==> src/rtl/tlbsa_pkg.sv <==
`timescale 1ns / 1ps
// ----------------------------------------------------------------------------
// tlbsa_pkg
// Shared types and codes of the two-level bitmap slot allocator.
// ----------------------------------------------------------------------------
package tlbsa_pkg;

  // request kinds
  localparam logic [1:0] FUNC_ALLOC = 2'd0;
  localparam logic [1:0] FUNC_FREE  = 2'd1;
  localparam logic [1:0] FUNC_INIT  = 2'd2;

  // result status codes
  localparam logic [1:0] ST_DONE    = 2'd0;
  localparam logic [1:0] ST_FULL    = 2'd1;
  localparam logic [1:0] ST_INVALID = 2'd2;

  // configuration register indexes
  localparam logic [1:0] CFG_SLOT_LOG2 = 2'd0;
  localparam logic [1:0] CFG_RESERVED  = 2'd1;
  localparam logic [1:0] CFG_REGIONS   = 2'd2;
  localparam logic [1:0] CFG_MAX_ALLOC = 2'd3;

  localparam int OFFSET_W = 21;
  localparam int COUNT_W  = 16;
  localparam int SLOTS    = 64;

  // commands from controller to datapath
  typedef struct packed {
    logic cap;     // latch request offset
    logic clr;     // one clearing step
    logic a_rd;    // pick region, read its map
    logic a_wr;    // take slot, write back
    logic f_rd;    // decode offset, read map
    logic f_wr;    // release slot, write back
    logic nop;     // plain done result
  } tlbsa_cmd_t;

endpackage

==> src/rtl/tlbsa_ctrl.sv <==
`timescale 1ns / 1ps
// ----------------------------------------------------------------------------
// tlbsa_ctrl
// Request sequencer: accepts one item, steps the datapath, holds the result.
// ----------------------------------------------------------------------------
module tlbsa_ctrl (
  input  logic                  clk,
  input  logic                  rst,
  input  logic                  in_valid,
  output logic                  in_ready,
  input  logic [1:0]            in_func,
  output logic                  out_valid,
  input  logic                  out_ready,
  input  logic                  clr_last,
  output tlbsa_pkg::tlbsa_cmd_t cmd
);

  typedef enum logic [2:0] {
    S_CLR, S_IDLE, S_ARD, S_AWR, S_FRD, S_FWR, S_NOP, S_OUT
  } state_t;

  state_t state;
  logic   init_pending;

  assign in_ready = (state == S_IDLE);

  // command decode
  always_comb begin
    cmd = '0;
    cmd.cap = (state == S_IDLE) && in_valid;
    unique case (state)
      S_CLR:   cmd.clr  = 1'b1;
      S_ARD:   cmd.a_rd = 1'b1;
      S_AWR:   cmd.a_wr = 1'b1;
      S_FRD:   cmd.f_rd = 1'b1;
      S_FWR:   cmd.f_wr = 1'b1;
      S_NOP:   cmd.nop  = 1'b1;
      default: ;
    endcase
  end

  // state and result valid
  always_ff @(posedge clk) begin
    if (rst) begin
      state        <= S_CLR;
      init_pending <= 1'b0;
      out_valid    <= 1'b0;
    end else begin
      unique case (state)
        S_CLR: begin
          if (clr_last) begin
            state <= init_pending ? S_NOP : S_IDLE;
          end
        end
        S_IDLE: begin
          if (in_valid) begin
            unique case (in_func)
              tlbsa_pkg::FUNC_ALLOC: state <= S_ARD;
              tlbsa_pkg::FUNC_FREE:  state <= S_FRD;
              tlbsa_pkg::FUNC_INIT: begin
                state        <= S_CLR;
                init_pending <= 1'b1;
              end
              default: state <= S_NOP;
            endcase
          end
        end
        S_ARD: state <= S_AWR;
        S_FRD: state <= S_FWR;
        S_AWR, S_FWR, S_NOP: begin
          state        <= S_OUT;
          out_valid    <= 1'b1;
          init_pending <= 1'b0;
        end
        S_OUT: begin
          if (out_ready) begin
            state     <= S_IDLE;
            out_valid <= 1'b0;
          end
        end
        default: state <= S_IDLE;
      endcase
    end
  end

endmodule

==> config.mk <==
export PLATFORM = sky130hd
export DESIGN_NAME = tlbsa_ctrl
export DESIGN_NICKNAME = d
export VERILOG_FILES = /design/src/rtl/tlbsa_pkg.sv /design/src/rtl/tlbsa_ctrl.sv
export SDC_FILE = /design/constraint.sdc
export NUM_CORES = 1
export LEC_CHECK = 0
export ABC_AREA = 1
export BUFFER_PORTS_ARGS = -buffer_cell sky130_fd_sc_hd__buf_2
export CORE_AREA = 2 2 39 41
export DETAILED_ROUTE_END_ITERATION = 8
export DIE_AREA = 0 0 41 43
export GPL_ROUTABILITY_DRIVEN = 1
export PLACE_DENSITY = 0.64
export SLEW_MARGIN = 20
export SYNTH_ARGS = -nofsm -noshare
export SYNTH_HDL_FRONTEND = slang
export SYNTH_SLANG_ARGS = --single-unit
export TNS_END_PERCENT = 10
==> constraint.sdc <==
create_clock -name clk -period 3 [get_ports clk]
set_clock_uncertainty 0.05 [all_clocks]
set_input_delay 0.6 -clock clk [delete_from_list [all_inputs] [get_ports clk]]
set_output_delay 0.6 -clock clk [all_outputs]
set_load 0.005 [all_outputs]
==> metrics, run 1 <==
fmax=0.532 GHz; Clock Pin Slew Worst Setup and Hold Paths=40 ps; count of flip-flops with a built-in enable after synthesis=0; Seq/Total Area, Yosys=23.6%; synth warn=0; core area=1380 um^2; WL final=866 um; final core utilization=37.8%; Worst Hold End=init_pending$_SDFFE_PP0P_; GRT Overall Usage=11.9%; Peak VDD IR=0.000368 V; DRC Markers=0; status=finished, final reports clean; fin nets=95; Post-CTS Resized=0; Die Ht=43 um; R2R depth=7; fin. max-slew vios=0; final setup margin=1120 ps; Syn Area/Cell=6.33 um^2; Diodes inserted=0; pre-CTS setup slack=1320 ps; Layout area overhead=23.3%; total number of vias=445; Hold Buf Count CTS=0; Root Buffer=clkbuf_4; routability cong.=0.853; Synth top cells by count=14 x inv_1, 10 x nand2_1, 9 x nor2_1; crit end category=output pin; largest net degree at the start of global routing=9; initial antenna violation count=0; crit path max fanout=8; WL/cell=8.66 um; count leader, synth=inv_1; drt first pass iters=4; Crit path required time=2350 ps; CTS tree=yes; first-pass GRT wire length=1360 um; startpoint types=register; final antenna-violating net count=0; Post-Synthesis Net Count=77; Yosys reg bits=5; area share of the largest cell type after synthesis=23.6%; setup violators final=0; post-CTS setup buffer count=0; critical path class=reg2out; clock latency at the later pin of the worst-skew pair=240 ps; Final Hold Fails=0; fin crit share=62.7%; DRT iter0 DRCs=18; FFs w/ async S/R, synth=0%; CTS Buf Count=3; Netlist cell types=17; CTS Buffer Depth=2; WP data arrival=1230 ps; clk sinks=5; Ports=16; synth top area cells=dfxtp_1 24%, inv_1 12%, nand3_1 9.4%; Hold Startpoint=init_pending$_SDFFE_PP0P_; Core Rows=14; most used flip-flop cell after synthesis=dfxtp_1; power per cell area=888 nW/um^2; Hold Path Class=reg2reg; normalized max-slew margin=76.5%; worst hold stages=2; I/O Buffers=15; worst r2r src=state[0]$_SDFFE_PP0P_; die width=41 um; die footprint=1760 um^2; starting density of the core=30.7%; Min Clock Period, post-route=1880 ps; Post-Syn Area=424 um^2; setup TNS=0 ps; cells after synthesis=67; vias per cell=4.45; area leader, netlist=dfxtp_1; share of post-route cells with drive strength above 1=29.8%; H-Tree Depth=1; Max Cap Viol=0; post-detail-place hpwl=736 um; vias in the first global route=351; FF-to-FF End=state[1]$_SDFFE_PP0P_; total leakage power=0.324 nW; Worst-Margin Slew=352 ps; grt ovf=0; RSZ-0062 raised after global routing=false; FF-to-FF setup slack=1740 ps
[sequential cells by signal (all words and copies together) (netlist names)]
signal        cells
init_pending      1
state             3
out_valid         1
[kinds of logic (layout without fill, tap and decap cells)]
| logic type | count (synthesis) | in the layout | synth area share (%) |
|---|---|---|---|
| and+or+nand+nor | 38 | 38 | 43.4 |
| adders and majority gates | 3 | 3 | 8.85 |
| AOI/OAI and AO/OA | 3 | 3 | 3.54 |
| buffers and inverters | 18 | 35 | 20.6 |
| DFF | 5 | 5 | 23.6 |
[worst max-delay path, cell delays in order (launching register included)]
cell	delay, ps
dfxtp_1	520
nand2_1	120
inv_1	90
nand2_1	90
inv_1	80
buf_2	110
[final cells by class]
cell class	instances	area [um^2]
Inverter	16	65.1
Tap cell	16	20.0
Fill cell	157	861
Multi-Input combinational cell	44	236
Timing Repair Buffer	15	75.1
Clock buffer	4	26.3
Sequential cell	5	100
[power by group]
part           internal (mW)  switching, mW  total [mW]
combinational          0.104          0.148       0.253
clock                 0.0501         0.0253      0.0754
sequential            0.0924         0.0437       0.136
[metal layers]
layer	global-route usage, %	wire length (um)	vias to the layer above
li1	-	-	246
met4	2.00	0	0
met1	14.5	433	179
met5	0	0	-
met2	16.3	369	20
met3	9.42	62	0
[metrics by stage]
step	cells	area (um^2)	total power [mW]	hold slack [ps]
floorplan	67	424	0.336	386
global placement	96	497	0.390	403
detailed placement	96	497	0.391	408
CTS	100	523	0.470	414
global route	100	523	0.513	439
finish	100	523	0.464	410
[how the worst max path moves through the flow]
stage | from | endpoint | slack [ps] | cells after the start
global placement | in_valid | cmd[6] | 1340 | 4
finish | state[0]$_SDFFE_PP0P_ | cmd[3] | 1120 | 5
CTS | state[0]$_SDFFE_PP0P_ | cmd[3] | 1100 | 5
floorplan | in_valid | cmd[6] | 1530 | 2
global route | state[0]$_SDFFE_PP0P_ | cmd[3] | 960 | 5
detailed placement | in_valid | cmd[6] | 1320 | 4
[cell usage in the layout (no fill, tap or decap)]
cell type  instances
a21oi_1            1
buf_2             15
clkbuf_1           1
clkbuf_4           3
dfxtp_1            5
ha_1               3
inv_1             14
inv_2              1
inv_6              1
nand2_1           10
nand2_2            1
nand3_1            8
nand3_2            1
nand4_1            3
nor2_1             9
nor2_2             2
nor3_1             3
nor3_2             1
o21ai_0            2
Power figures use the tool's default switching activity.
==> inputs of run 2 (changes only) <==
--- a/config.mk
+++ b/config.mk
@@ -11,7 +11,7 @@
 export DETAILED_ROUTE_END_ITERATION = 8
 export DIE_AREA = 0 0 41 43
 export GPL_ROUTABILITY_DRIVEN = 1
-export PLACE_DENSITY = 0.64
+export PLACE_DENSITY = 0.66
 export SLEW_MARGIN = 20
 export SYNTH_ARGS = -nofsm -noshare
 export SYNTH_HDL_FRONTEND = slang
==> constraint.sdc (replaced) <==
create_clock -name clk -period 1.7 [get_ports clk]
set_clock_uncertainty 0.05 [all_clocks]
set_input_delay 0.34 -clock clk [delete_from_list [all_inputs] [get_ports clk]]
set_output_delay 0.34 -clock clk [all_outputs]
set_load 0.005 [all_outputs]
==> metrics, run 2 (synthesis gave the netlist of run 1 again) <==
Worst-Margin Slew=265 ps (was 352 ps); placed insts=96 (unchanged); CTS Buf Count=3 (unchanged); Max Cap Viol=0 (unchanged); switch share=47.1% (was 46.8%); Clock power frac=16.6% (was 16.3%); setup violators final=0 (unchanged); final antenna-violating net count=0 (unchanged); die footprint=1760 um^2 (unchanged); status=finished, final reports clean (unchanged); commonest non-fill, non-tap cells in the layout=15 x buf_2, 14 x inv_1, 10 x nand2_1, 9 x nor2_1, 8 x nand3_1 (unchanged); crit path max fanout=8 (unchanged); DRC Markers=0 (unchanged); Layout area overhead=23.6% (was 23.3%); internal power=0.438 mW (was 0.247 mW); post-CTS setup buffer count=0 (unchanged); critical path class=reg2out (unchanged); Post-CTS Resized=0 (unchanged); vias in the first global route=401 (was 351); Slowest cell on crit path=dfxtp_1 (unchanged); RSZ-0062 raised after global routing=false (unchanged); fin. max-slew vios=0 (unchanged); Ports=16 (unchanged); drt first pass iters=4 (unchanged); crit end category=output pin (unchanged); Psw=0.391 mW (was 0.217 mW); Min Clock Period, post-route=1540 ps; Die Ht=43 um (unchanged); Hold Path Class=in2reg (was reg2reg); Largest Register=state (unchanged); share of post-route cells with drive strength above 1=31.0% (was 29.8%); fin crit share=90.6%; largest net degree at the start of global routing=9 (unchanged); vias per cell=4.61 (was 4.45); post-detail-place hpwl=758 um (was 736 um); max reg flops=3 (unchanged); GRT Overall Usage=11.8% (was 11.9%); power per cell area=1580 nW/um^2 (was 888 nW/um^2); routability cong.=0.745 (was 0.853); Clock Pin Slew Worst Setup and Hold Paths=50 ps (was 40 ps); die width=41 um (unchanged); clock latency at the later pin of the worst-skew pair=240 ps (about the same); most common cell after layout, fill and taps aside=buf_2 (unchanged); Hold Buf Count CTS=0 (unchanged); final cell count without fillers=100 (unchanged); CTS tree=yes (unchanged); max incr delay on CP=460 ps (was 520 ps); Diodes inserted=0 (unchanged); total leakage power=0.324 nW (about the same); first-pass GRT wire length=1430 um (was 1360 um); DRT iter0 DRCs=11 (was 18); Peak VDD IR=0.000447 V (was 0.000368 V); setup TNS=0 ps (unchanged); normalized max-slew margin=82.3% (was 76.5%); WP data arrival=1150 ps (was 1230 ps); CTS Buffer Depth=2 (unchanged); multi-input logic area=236 um^2 (unchanged); fmax=0.650 GHz; Final Hold Fails=0 (unchanged); Crit path required time=1310 ps (was 2350 ps); Combinational Power Share=54.1% (was 54.4%); clk sinks=5 (unchanged); I/O Buffers=15 (unchanged); top flop regs=state x3, init_pending x1, out_valid x1 (unchanged); total number of vias=461 (was 445); filler cell count=154 (was 157); core area=1380 um^2 (unchanged); WL/cell=8.91 um (was 8.66 um); Root Buffer=clkbuf_4 (unchanged); startpoint types=register (unchanged); total power=0.829 mW (was 0.464 mW); Core Rows=14 (unchanged); grt ovf=0 (unchanged); Reg area=101 um^2 (was 100 um^2); initial antenna violation count=0 (unchanged); starting density of the core=30.7% (unchanged); fin nets=95 (unchanged); crit path cell chain=nand2_1 -> inv_1 -> nand2_1 -> inv_1 -> buf_2 (unchanged); H-Tree Depth=1 (unchanged); Flop pwr share=29.3% (about the same); WL final=891 um (was 866 um)
-- run 2: path summary, 6_finish.rpt --
path	start	to	slack, ps	cells after the start
max reg2reg	state[1]$_SDFFE_PP0P_	state[1]$_SDFFE_PP0P_	490	7
min	rst	out_valid$_SDFFE_PP0P_	230	2
max	state[1]$_SDFFE_PP0P_	cmd[3]	160	5
min reg2reg	init_pending$_SDFFE_PP0P_	init_pending$_SDFFE_PP0P_	420	2
-- run 2: metal layers --
layer	track usage (%)	part of all wire (%)
met4	2.00	0
met5	0	0
met2	17.8	48
met1	14.2	44
met3	6.81	7.9
-- run 2: power by group through the flow --
stage	combinational, mW	clock [mW]	sequential [mW]
6_report	0.449	0.137	0.243
2_1_floorplan	0.395	0	0.198
3_3_place_gp	0.450	0	0.242
4_1_cts	0.451	0.142	0.239
3_5_place_dp	0.448	0	0.242
5_1_grt	0.511	0.152	0.255
-- run 2: critical path, delay by kind of cell, from the launching register on --
family                 cells  cell delay [ps]
AND/OR/NAND/NOR            2              190
buffers and inverters      3              260
flip-flops                 1              460
-- run 2: layout make-up --
class                           count  area share [%]
Inverter                           16            12.4
Multi-Input combinational cell     44            45.1
Tap cell                           16            3.82
Timing Repair Buffer               15            14.3
Clock buffer                        4            5.01
Sequential cell                     5            19.3
-- run 2: stage by stage --
step	utilization, %	hold WS (ps)	area (um^2)	setup WS [ps]
global route	37.9	213	524	13.2
CTS	37.8	218	523	96.7
floorplan	-	369	424	618
global placement	35.9	406	497	377
detailed placement	35.9	418	497	357
finish	37.9	229	524	161
